**config.mk**
```make
export PLATFORM = sky130hd
export DESIGN_NAME = svt_cfg_regs
export DESIGN_NICKNAME = d
export VERILOG_FILES = /design/src/rtl/svt_pkg.sv /design/src/rtl/svt_cfg_regs.sv
export SDC_FILE = /design/constraint.sdc
export NUM_CORES = 1
export LEC_CHECK = 0
export ABC_CLOCK_PERIOD_IN_PS = 930
export BUFFER_PORTS_ARGS = -buffer_cell sky130_fd_sc_hd__buf_4
export CAP_MARGIN = 20
export CORE_MARGIN = 2
export CORE_UTILIZATION = 36
export CTS_BUF_LIST = sky130_fd_sc_hd__clkbuf_4 sky130_fd_sc_hd__clkbuf_8 sky130_fd_sc_hd__clkbuf_16
export DETAILED_ROUTE_END_ITERATION = 10
export PLACE_DENSITY_LB_ADDON = 0.25
export SLEW_MARGIN = 20
export SYNTH_ARGS = -nofsm -noshare
export SYNTH_HDL_FRONTEND = slang
export SYNTH_SLANG_ARGS = --single-unit
```
**constraint.sdc**
```tcl
create_clock -name clk -period 0.93 [get_ports clk]
set_clock_uncertainty 0.1 [all_clocks]
set_input_delay 0.0465 -clock clk [delete_from_list [all_inputs] [get_ports clk]]
set_output_delay 0.0465 -clock clk [all_outputs]
set_load 0.05 [all_outputs]
```
**src/rtl/svt_pkg.sv**
```systemverilog
// shared types and constants of the sparse vector table
`default_nettype none

package svt_pkg;

	localparam int DATA_W     = 32;
	localparam int VLEN_W     = 17;
	localparam int APB_ADDR_W = 3;
	localparam int APB_DATA_W = 32;

	localparam logic [VLEN_W-1:0] VLEN_RESET = 17'd65536;

	localparam logic REG_VECTOR_LENGTH = 1'b0;

	typedef enum logic [1:0] {
		CMD_SET = 2'd0,
		CMD_GET = 2'd1,
		CMD_ADD = 2'd2,
		CMD_SUB = 2'd3
	} cmd_t;

	typedef enum logic [1:0] {
		ST_OK    = 2'd0,
		ST_RANGE = 2'd1,
		ST_FULL  = 2'd2
	} status_t;

	typedef enum logic [2:0] {
		MODE_IDLE    = 3'd0,
		MODE_SEARCH  = 3'd1,
		MODE_SHIFT_R = 3'd2,
		MODE_SHIFT_L = 3'd3,
		MODE_DONE    = 3'd4
	} mode_t;

	typedef struct packed {
		mode_t   mode;
		cmd_t    cmd;
		status_t status;
		logic    ins;
		logic    rem;
	} tok_ctl_t;

endpackage

`default_nettype wire

```
**src/rtl/svt_cfg_regs.sv**
```systemverilog
// apb register file holding the vector length
`default_nettype none

module svt_cfg_regs (
	input  wire logic                              clk,
	input  wire logic                              arst_n,
	input  wire logic                              psel,
	input  wire logic                              penable,
	input  wire logic                              pwrite,
	input  wire logic [svt_pkg::APB_ADDR_W-1:0]    paddr,
	input  wire logic [svt_pkg::APB_DATA_W-1:0]    pwdata,
	output logic      [svt_pkg::APB_DATA_W-1:0]    prdata,
	output logic                                   pready,
	output logic      [svt_pkg::VLEN_W-1:0]        vector_length
);

	logic                         reg_sel;
	logic                         wr_en;
	logic [svt_pkg::VLEN_W-1:0]   vlen_q;

	assign reg_sel = paddr[svt_pkg::APB_ADDR_W-1];
	assign wr_en   = psel && penable && pwrite && pready;
	assign pready  = 1'b1;

	always_ff @(posedge clk or negedge arst_n) begin
		if (!arst_n) begin
			vlen_q <= svt_pkg::VLEN_RESET;
		end else if (wr_en && (reg_sel == svt_pkg::REG_VECTOR_LENGTH)) begin
			vlen_q <= pwdata[svt_pkg::VLEN_W-1:0];
		end
	end

	always_comb begin
		unique case (reg_sel)
			svt_pkg::REG_VECTOR_LENGTH: begin
				prdata = {{(svt_pkg::APB_DATA_W - svt_pkg::VLEN_W){1'b0}}, vlen_q};
			end
			default: begin
				prdata = '0;
			end
		endcase
	end

	assign vector_length = vlen_q;

endmodule

`default_nettype wire

```
==> results.json <==
{
  "final-seq-area_um2": 447,
  "routed_wl_um": 2890,
  "crit_path_end_kind": "output port",
  "place_area_um2": 1530,
  "worstPathMaxFanout": 2,
  "yosys-top-cells-area": "dfrtp_1 (43%), mux2_4 (16%), buf_4 (13%)",
  "ys.flop_type": "dfrtp_1",
  "cts_num_sinks": 17,
  "drtIter0Drc": 4,
  "drv_slew": 0,
  "io_buffers": 56,
  "synth_common_cells": "buf_4 (16), dfrtp_1 (16), mux2_4 (10), nor2b_1 (10)",
  "cts_max_level": 1,
  "post-place-cells": 160,
  "num_rows": 18,
  "largest_reg_flops": 17,
  "synth_edf_count": 0,
  "yosys_warnings": 0,
  "hold_class": "input port to asynchronous set/reset pin",
  "cts_tree": "done",
  "ant_nets": 0,
  "fin_area_um2": 2030,
  "cts_root_buffer": "clkbuf_4",
  "core-area_um2": 2480,
  "clockBufferDepth": 2,
  "min_period_ps": 1270,
  "syn_area_um2": 937,
  "gr-total-overflow": 0,
  "power_density_nw_per_um2": 2090,
  "grt_util_all_layers_pct": 18.2,
  "place.gp.congestion": 0.612,
  "yosysTopAreaCell": "dfrtp_1",
  "vdd_drop_max_mv": 1.55,
  "rsz0062_at_grt": "yes",
  "timing.fmax_mhz": 785,
  "worst_setup_path_start_kind": "register",
  "clk_latency_ps": 300,
  "vias": 827,
  "drc": 0,
  "die_x_um": 55.0,
  "critPathLaunch": "vector_length[16]$_DFFE_PN1P_",
  "total_power_w": 0.00425,
  "top_usage_layer": "met2",
  "yosysSeqAreaShare_pct": 45.5,
  "multi_input_area_um2": 543,
  "finalNetCount": 205,
  "area_growth_pct": 117,
  "ys_seq_elements": 17,
  "grt_first_pass_wirelength_um": 3800,
  "yosysTopAreaCellShare_pct": 42.7,
  "cts_buffers": 3,
  "use_met2_pct": 34.9,
  "grt_antenna_before_repair": 0,
  "ys_types": 11,
  "crit_required_ps": 780,
  "die_h_um": 55.0,
  "status": "finished, violations left",
  "stdcell_count": 194,
  "syn_area_per_cell_um2": 13.0,
  "cp.arrival_ps": 1130,
  "n_antenna_cell": 0,
  "post-place-ws_ps": -123,
  "final.period_utilization_pct": 137,
  "initial_core_util_pct": 37.8,
  "syn-instance-count": 72,
  "detailed_place_hpwl_um": 1660,
  "via_per_inst": 4.26,
  "n_fill_cell": 127,
  "failed_checks": "negative setup slack",
  "met1_usage_pct": 19.5,
  "io_pins": 90,
  "cts.clk_slew.worst_paths_ps": 120,
  "r2r-start": "vector_length[13]$_DFFE_PN0P_",
  "drive_gt1_share_pct": 79.3,
  "dr.pass1.iters": 2,
  "fin_ws_ps": -343,
  "leakage_nw": 1.04,
  "setup_violations": 44,
  "grt_pass1_vias": 843,
  "hold_viol": 0,
  "worst_hold_slack_ps": 47.1,
  "wl_per_cell_um": 14.9,
  "die-area_um2": 3030,
  "use_met3_pct": 3.23,
  "ys_async_sr_fraction_pct": 100,
  "crit_type": "register to output port",
  "drv_cap": 0,
  "grt_max_degree": 18
}
==> what timing repair did <==
action | CTS | global route
buffers inserted | 9 | 3
endpoints found under the setup margin | 34 | 42
hold buffers | 18 | 0
pin swaps | 0 | 0
endpoints found under the hold margin | 34 | 0
resized for setup | 46 | 9
==> metal layers <==
metal  share of wire [%]  vias to the layer above
li1                    -                      386
met1                  35                      396
met2                  57                       43
met3                 6.9                        2
met4                0.45                        0
met5                   0                        -
==> power breakdown <==
part	internal [W]	switching (W)
Clock	0.000160	0.000244
Sequential	0.000939	0.000168
Combinational	0.00128	0.00146
==> cells in the final DEF, fill, tap and decap left out, drive strengths merged <==
master       instances
and2b                7
dfstp                1
dlygate4sd3         18
nand4b               1
nor2b               10
buf                 74
clkbuf               3
dfrtp               16
mux2                17
clkinv               1
conb                16
==> critical path, cell delays in order (launching register included) <==
cell and delay, ps:
dfstp_2 550, and2b_4 160, buf_8 140
==> final cells by class <==
cell class,count,area share (%)
flip-flops and latches,17,22.0
clock inverters,1,0.246
multi-input cells,51,26.7
well taps,30,1.85
repair buffers,92,48.2
clock buffers,3,1.11
==> path summary, 6_finish.rpt <==
kind                                                 end  slack [ps]  depth (start not counted)
max                                           prdata[16]        -340                          2
min                        vector_length[13]$_DFFE_PN0P_          50                          2
max reg2reg                vector_length[13]$_DFFE_PN0P_         -90                          2
min reg2reg                vector_length[14]$_DFFE_PN0P_         460                          1
max in group asynchronous  vector_length[16]$_DFFE_PN1P_         400                          2
min in group clk            vector_length[7]$_DFFE_PN0P_         220                          4
==> stage by stage <==
step	util, %	TNS [ps]
finish	82.1	-7410
global route	82.1	-8970
CTS	79.8	-7320
detailed placement	61.8	-1980
global placement	61.8	-1800
floorplan	-	-2770
==> kinds of logic (layout without fill, tap and decap cells) <==
logic type	after synthesis	count (layout)	synth area share, %
buffers and inverters	18	96	14.4
and+or+nand+nor	18	18	14.8
DFF	17	17	45.5
muxes	17	17	24.4
other	2	16	0.801
Power figures use the tool's default switching activity.
