$ cat config.mk
export PLATFORM = sky130hd
export DESIGN_NAME = svt_cell
export DESIGN_NICKNAME = d
export VERILOG_FILES = /design/src/rtl/svt_pkg.sv /design/src/rtl/svt_cell.sv
export SDC_FILE = /design/constraint.sdc
export NUM_CORES = 1
export LEC_CHECK = 0
export BUFFER_PORTS_ARGS = -buffer_cell sky130_fd_sc_hd__buf_2
export CAP_MARGIN = 20
export CORE_MARGIN = 2
export CORE_UTILIZATION = 55
export DETAILED_ROUTE_END_ITERATION = 7
export PLACE_DENSITY = 0.84
export SETUP_SLACK_MARGIN = 0.05
export SYNTH_ARGS = -nofsm -noshare
export SYNTH_HDL_FRONTEND = slang
export SYNTH_SLANG_ARGS = --single-unit
export TNS_END_PERCENT = 1
$ cat constraint.sdc
create_clock -name clk -period 10.7 [get_ports clk]
set_input_delay 1.605 -clock clk [delete_from_list [all_inputs] [get_ports clk]]
set_output_delay 1.605 -clock clk [all_outputs]
set_load 0.005 [all_outputs]
$ cat src/rtl/svt_pkg.sv
// shared types and constants of the sparse vector table
`default_nettype none

package svt_pkg;

	localparam int DATA_W     = 32;
	localparam int VLEN_W     = 17;
	localparam int APB_ADDR_W = 3;
	localparam int APB_DATA_W = 32;

	localparam logic [VLEN_W-1:0] VLEN_RESET = 17'd65536;

	localparam logic REG_VECTOR_LENGTH = 1'b0;

	typedef enum logic [1:0] {
		CMD_SET = 2'd0,
		CMD_GET = 2'd1,
		CMD_ADD = 2'd2,
		CMD_SUB = 2'd3
	} cmd_t;

	typedef enum logic [1:0] {
		ST_OK    = 2'd0,
		ST_RANGE = 2'd1,
		ST_FULL  = 2'd2
	} status_t;

	typedef enum logic [2:0] {
		MODE_IDLE    = 3'd0,
		MODE_SEARCH  = 3'd1,
		MODE_SHIFT_R = 3'd2,
		MODE_SHIFT_L = 3'd3,
		MODE_DONE    = 3'd4
	} mode_t;

	typedef struct packed {
		mode_t   mode;
		cmd_t    cmd;
		status_t status;
		logic    ins;
		logic    rem;
	} tok_ctl_t;

endpackage

`default_nettype wire

$ cat src/rtl/svt_cell.sv
// one table cell: an entry plus the command token passing through it
`default_nettype none

module svt_cell #(
	parameter int CELL_ID    = 0,
	parameter int INDEX_BITS = 16,
	parameter int CNT_W      = 9
) (
	input  wire logic                          clk,
	input  wire logic                          arst_n,
	input  wire logic [CNT_W-1:0]              count,
	input  wire logic                          full,
	input  wire svt_pkg::tok_ctl_t             tok_in_ctl,
	input  wire logic [INDEX_BITS-1:0]         tok_in_idx,
	input  wire logic [svt_pkg::DATA_W-1:0]    tok_in_val,
	input  wire logic [svt_pkg::DATA_W-1:0]    tok_in_res,
	input  wire logic [INDEX_BITS-1:0]         nbr_idx,
	input  wire logic [svt_pkg::DATA_W-1:0]    nbr_val,
	output svt_pkg::tok_ctl_t                  tok_out_ctl,
	output logic      [INDEX_BITS-1:0]         tok_out_idx,
	output logic      [svt_pkg::DATA_W-1:0]    tok_out_val,
	output logic      [svt_pkg::DATA_W-1:0]    tok_out_res,
	output logic      [INDEX_BITS-1:0]         entry_idx,
	output logic      [svt_pkg::DATA_W-1:0]    entry_val
);

	localparam logic [CNT_W-1:0] ID = CNT_W'(CELL_ID);

	logic [INDEX_BITS-1:0]       e_idx_q;
	logic [svt_pkg::DATA_W-1:0]  e_val_q;
	svt_pkg::tok_ctl_t           tok_ctl_q;
	logic [INDEX_BITS-1:0]       tok_idx_q;
	logic [svt_pkg::DATA_W-1:0]  tok_val_q;
	logic [svt_pkg::DATA_W-1:0]  tok_res_q;

	logic                        live;
	logic                        lt;
	logic                        eq;
	logic [svt_pkg::DATA_W-1:0]  old_val;
	logic [svt_pkg::DATA_W-1:0]  new_val;

	svt_pkg::tok_ctl_t           ctl_n;
	logic [INDEX_BITS-1:0]       idx_n;
	logic [svt_pkg::DATA_W-1:0]  val_n;
	logic [svt_pkg::DATA_W-1:0]  res_n;
	logic                        wr;
	logic [INDEX_BITS-1:0]       w_idx;
	logic [svt_pkg::DATA_W-1:0]  w_val;

	assign live    = ID < count;
	assign lt      = live && (e_idx_q < tok_in_idx);
	assign eq      = live && (e_idx_q == tok_in_idx);
	assign old_val = eq ? e_val_q : '0;

	always_comb begin
		case (tok_in_ctl.cmd)
			svt_pkg::CMD_SET: new_val = tok_in_val;
			svt_pkg::CMD_GET: new_val = old_val;
			svt_pkg::CMD_ADD: new_val = old_val + tok_in_val;
			default:          new_val = old_val - tok_in_val;
		endcase
	end

	always_comb begin
		ctl_n = tok_in_ctl;
		idx_n = tok_in_idx;
		val_n = tok_in_val;
		res_n = tok_in_res;
		wr    = 1'b0;
		w_idx = e_idx_q;
		w_val = e_val_q;
		unique case (tok_in_ctl.mode)
			svt_pkg::MODE_SEARCH: begin
				if (!lt) begin
					ctl_n.mode = svt_pkg::MODE_DONE;
					if (tok_in_ctl.cmd == svt_pkg::CMD_GET) begin
						res_n = old_val;
					end else if (new_val == '0) begin
						res_n = '0;
						if (eq) begin
							// remove: pull the rest of the table one place left
							wr         = 1'b1;
							w_idx      = nbr_idx;
							w_val      = nbr_val;
							ctl_n.rem  = 1'b1;
							ctl_n.mode = svt_pkg::MODE_SHIFT_L;
						end
					end else if (eq) begin
						wr    = 1'b1;
						w_val = new_val;
						res_n = new_val;
					end else if (full) begin
						ctl_n.status = svt_pkg::ST_FULL;
						res_n        = '0;
					end else begin
						// insert: the displaced entry rides on to the right
						wr         = 1'b1;
						w_idx      = tok_in_idx;
						w_val      = new_val;
						idx_n      = e_idx_q;
						val_n      = e_val_q;
						res_n      = new_val;
						ctl_n.ins  = 1'b1;
						ctl_n.mode = svt_pkg::MODE_SHIFT_R;
					end
				end
			end
			svt_pkg::MODE_SHIFT_R: begin
				wr    = 1'b1;
				w_idx = tok_in_idx;
				w_val = tok_in_val;
				idx_n = e_idx_q;
				val_n = e_val_q;
			end
			svt_pkg::MODE_SHIFT_L: begin
				wr    = 1'b1;
				w_idx = nbr_idx;
				w_val = nbr_val;
			end
			default: begin
			end
		endcase
	end

	always_ff @(posedge clk) begin
		if (wr) begin
			e_idx_q <= w_idx;
			e_val_q <= w_val;
		end
		tok_idx_q <= idx_n;
		tok_val_q <= val_n;
		tok_res_q <= res_n;
	end

	always_ff @(posedge clk or negedge arst_n) begin
		if (!arst_n) begin
			tok_ctl_q <= '{mode: svt_pkg::MODE_IDLE, cmd: svt_pkg::CMD_SET,
				status: svt_pkg::ST_OK, ins: 1'b0, rem: 1'b0};
		end else begin
			tok_ctl_q <= ctl_n;
		end
	end

	assign tok_out_ctl = tok_ctl_q;
	assign tok_out_idx = tok_idx_q;
	assign tok_out_val = tok_val_q;
	assign tok_out_res = tok_res_q;
	assign entry_idx   = e_idx_q;
	assign entry_val   = e_val_q;

endmodule

`default_nettype wire

==> results <==
- The clock period minus worst slack is 9003 ps.
- Summed over all failing endpoints, the final setup total negative slack is 0 ps.
- The post-synthesis async set-or-reset flop share is 6.569%.
- After Yosys synthesis, full adders, half adders and majority gates account for 4.493% of the synthesized area.
- Data on the critical path is required at its endpoint by 10860 ps.
- The number of DRC violations after detailed routing is 3.
- TritonCTS built the clock tree.
- The maximum root-to-sink buffer count is 2.
- The post-CTS resize count is 0.
- The run finished, with violations left.
- The type of element capturing the critical path is a register.
- During synthesis, Yosys emitted a total of 0 warnings.
- The per-cell routed wire length is 23.18 um.
- After clock tree synthesis, the clock-pin slew on the worst setup and hold paths is 80 ps.
- In this run the post-CTS setup repair buffer count came out at 0.
- In this run, the number of DRC markers left after iteration 0 of detailed routing was 1890.
- For the pin with the worst max-slew slack, the measured transition is 1047 ps.
- The largest fanout on the critical path is 26.
- The number of antenna diodes in the final layout is 0.
- The number of buffers created by CTS is 17.
- The total routing resource utilization after global routing is 38.73%.
- The power per standard cell area is 117.6 nW/um^2.
- The number of top-level pins is 286.
- The largest clock skew in the final design is 17.12 ps.
- The pre-antenna-repair detailed-routing pass consisted of 8 iterations.
- Counting every instance in the synthesized netlist gives 1416.
- The final cycle utilization of the critical path is 84.14%.
- For flop-to-flop paths, the worst setup slack is 2550 ps.
- The post-cts hold buffer count is 0.
- The worst setup path is of the in -> reg kind.
- The die covers 22550 sq um.
- The multi-input combinational cells in the finished layout cover a total of 7893 sq um.
- The number of nets produced by synthesis is 1595.
- In the final design database the tool counted 1809 nets.
- The commonest non-fill, non-tap cell in the layout is sky130_fd_sc_hd__buf_2.
- The signal arrival time at the worst endpoint is 9160 ps.
- The fraction of layout instances using a drive strength above 1 is 27.33%.
- For this design, the slowest cell found on the critical path is sky130_fd_sc_hd__or4_1.
- The number of standard cells in the layout, taps in and fillers out is 1918.
- For this design the static power due to leakage is 0.006002 uW.
- VDD sags by at most 0.1043 mV.
- The total overflow reported by the global router is 0.
- The total of flip-flops plus latches after synthesis is 137.
- In this run the mean area of a mapped cell was 8.300 sq um.
- The initial utilization of the core area, before any placement, comes to 55.91%.
- The synthesized netlist devotes 21.57% of its cell area to simple gates.
- The number of placed cells counting well taps is 1885.
- Headroom to the max-slew limit came out at 30.08%.
- At the end of routability-driven placement, the weighted congestion stood at 0.9909.
- The worst hold path belongs to the class reg -> reg.
- The clock insertion delay at the later pin of the skew report is 450 ps.
- The sequential element share of the synthesized area is 27.81%.
- In this run the clock root is driven by a sky130_fd_sc_hd__clkbuf_16.
- The hold violation count in the final report is 0.
- The routed via count is 13010.
- The post-synthesis cell type count is 96.
- The die is 150.2 um tall.
- The largest incremental delay on the critical path is 640 ps.
- The sequential cells in the finished layout cover a total of 3268 sq um.
- The final setup violation count is 0.
- The synthesized design contains 48 enable-type register cells.
- The top cell types in the final layout, fill and taps aside, are 285 x sky130_fd_sc_hd__buf_2, 129 x sky130_fd_sc_hd__nand2_1, 101 x sky130_fd_sc_hd__nor2_1.
- By area, the combinational part of the netlist is dominated by compound AO/OA/AOI/OAI gates.
- The via count of the first global-routing pass was 12030.
- The total of fill cells in the finished design is 1797.
- Counting instances, the worst hold path has a depth of 1.
- The cell count of the worst reg-to-reg path is 23.
- The final reports fail on DRC.
- The number of max-slew violations in the final report was 0.
- Setup repair after global routing left no endpoint under its margin.
- STA classifies the critical path startpoint as a primary input.
- The dominant register cell in the synthesized netlist is sky130_fd_sc_hd__dfxtp_1.
- The count of nets left with antenna violations once routing finished came out at 0.
- Entering global routing, the biggest net connects 66 pins.
- Among the stages of the critical path, the cell type that occurs most often is sky130_fd_sc_hd__or4_1.
- Across the run, the number of max-cap violations was 0.
- Summing the areas of all compound-gate instances in the mapped netlist gives 26.08% of the synthesized area.
- The portion of synthesized area spent on multiplexers is 9.262%.
- Row generation in the floorplan step produced 53 rows.
- Compared with the post-synthesis result, the final layout area differs by 18.14%.
- The number of antenna violations at the first check in global routing came to 0.
- The number of buffers inserted by port buffering is 285.
- The wire length of the first global-routing pass is 67.54 mm.
- The total clock sinks is 137.
- Dividing the detail-routed via count by the number of cells gives 6.783.
- Summed over all nets, the half-perimeter wirelength after detailed placement is 32.73 mm.
- For this run, the top clock speed supported by timing is 111.1 MHz.
- In this run the horizontal extent of the chip is 150.2 um.
- After Yosys synthesis, XOR and XNOR cells account for 5.483% of the synthesized area.
- The area of the core is 21020 sq um.
- The mapped netlist covers 11750 sq um.
- The final wirelength is 44.45 mm.
- The number of H-tree levels is 4.
-- critical path, delay by kind of cell --
kind                       cells  cell delay [ps]
and+or+nand+nor               14             4820
AOI/OAI and AO/OA              3              980
buffers and inverters          4              930
adders and majority gates      2              490
xor gates and xnor gates       2              320
-- through the flow --
step / worst slack (ps) / power [uW] / area (sq um) / hold slack [ps] / util, %
after floorplan: 2002 / 859.5 / 11750 / 520.7 / -
after global placement: 1566 / 997.7 / 13240 / 523.1 / 63.00
after detailed placement: 1428 / 1006 / 13240 / 531.9 / 63.00
after CTS: 1862 / 1616 / 13860 / 541.4 / 65.92
after global routing: 1364 / 1684 / 13880 / 559.7 / 66.05
final: 1697 / 1632 / 13880 / 539.0 / 66.05
-- cell usage after synthesis, types with 7 or more instances --
cell type / number / area, sq um
sky130_fd_sc_hd__nand2_1: 130 / 488.0
sky130_fd_sc_hd__nor2_1: 102 / 382.9
sky130_fd_sc_hd__o21ai_0: 90 / 450.4
sky130_fd_sc_hd__dfxtp_1: 80 / 1602
sky130_fd_sc_hd__clkbuf_1: 76 / 285.3
sky130_fd_sc_hd__a21oi_1: 64 / 320.3
sky130_fd_sc_hd__mux2_2: 54 / 608.1
sky130_fd_sc_hd__xnor2_1: 50 / 437.9
sky130_fd_sc_hd__edfxtp_1: 48 / 1441
sky130_fd_sc_hd__inv_1: 45 / 168.9
sky130_fd_sc_hd__nor3_1: 43 / 215.2
sky130_fd_sc_hd__a21o_1: 37 / 277.8
sky130_fd_sc_hd__nand3_1: 36 / 180.2
sky130_fd_sc_hd__ha_1: 30 / 375.4
sky130_fd_sc_hd__and3_1: 26 / 162.7
sky130_fd_sc_hd__a22o_1: 22 / 192.7
sky130_fd_sc_hd__a22oi_1: 22 / 165.2
sky130_fd_sc_hd__a211oi_1: 21 / 157.7
sky130_fd_sc_hd__mux2i_1: 21 / 210.2
sky130_fd_sc_hd__or3_1: 20 / 125.1
sky130_fd_sc_hd__buf_2: 18 / 90.09
sky130_fd_sc_hd__mux2_4: 18 / 270.3
sky130_fd_sc_hd__nand4_1: 18 / 112.6
sky130_fd_sc_hd__nor2b_1: 16 / 100.1
sky130_fd_sc_hd__nor4_1: 16 / 100.1
sky130_fd_sc_hd__o211ai_1: 16 / 120.1
sky130_fd_sc_hd__a221o_1: 13 / 130.1
sky130_fd_sc_hd__buf_1: 13 / 48.80
sky130_fd_sc_hd__maj3_1: 13 / 130.1
sky130_fd_sc_hd__or4_1: 13 / 97.59
sky130_fd_sc_hd__xor2_1: 13 / 113.9
sky130_fd_sc_hd__a31oi_1: 12 / 75.07
sky130_fd_sc_hd__o31ai_1: 12 / 90.09
sky130_fd_sc_hd__nand2b_1: 11 / 68.82
sky130_fd_sc_hd__and2_1: 10 / 62.56
sky130_fd_sc_hd__dfrtp_1: 9 / 225.2
sky130_fd_sc_hd__o21a_1: 8 / 60.06
sky130_fd_sc_hd__a311oi_1: 7 / 61.31
sky130_fd_sc_hd__a32oi_1: 7 / 61.31
sky130_fd_sc_hd__nor3b_1: 7 / 52.55
sky130_fd_sc_hd__o22ai_1: 7 / 43.79
-- layout make-up --
type                       instances  area share (%)
clock inverter                    15           1.361
tap                              275           2.478
multi-input combinational       1124           56.84
timing repair buffer             305           11.50
clock buffer                      17           3.064
sequential                       137           23.54
inverter                          45           1.217
-- cell families (layout without fill, tap and decap cells) --
family	Yosys count	after routing
buffers and inverters	155	382
AOI/OAI and AO/OA	431	431
adders and majority gates	45	45
muxes	93	93
and+or+nand+nor	488	488
xor gates and xnor gates	67	67
DFF	137	137
-- worst paths after layout --
| kind | from | to |
|---|---|---|
| worst max register to register | entry_idx[11] | entry_val[17] |
| worst min register to register | entry_idx[7] | tok_out_idx[7] |
| min in group asynchronous | arst_n | tok_out_ctl[2] |
| worst min-delay path | entry_idx[7] | tok_out_idx[7] |
| max in group asynchronous | arst_n | tok_out_ctl[6] |
| worst max-delay path | tok_in_idx[11] | entry_val[17] |
-- routing by layer --
| metal | routed length [um] | track usage (%) | up-vias |
|---|---|---|---|
| met5 | 0 | 0 | - |
| met4 | 2072 | 17.22 | 0 |
| met3 | 5828 | 9.667 | 176 |
| met2 | 19670 | 60.37 | 1021 |
| met1 | 16880 | 50.81 | 6015 |
| li1 | - | - | 5798 |
-- state kept, by name (all words and copies together), names as in the netlist --
register     count
entry_idx       16
tok_out_val     32
tok_out_ctl      9
tok_out_res     32
entry_val       32
tok_out_idx     16
-- power breakdown --
part / total (uW) / internal, uW / switching [uW] / leakage (uW)
logic: 399 / 170 / 229 / 0.00447
registers: 612 / 581 / 30.8 / 0.00124
clock network: 622 / 320 / 302 / 0.000299
Note: power is estimated with default switching activity, not from simulation.
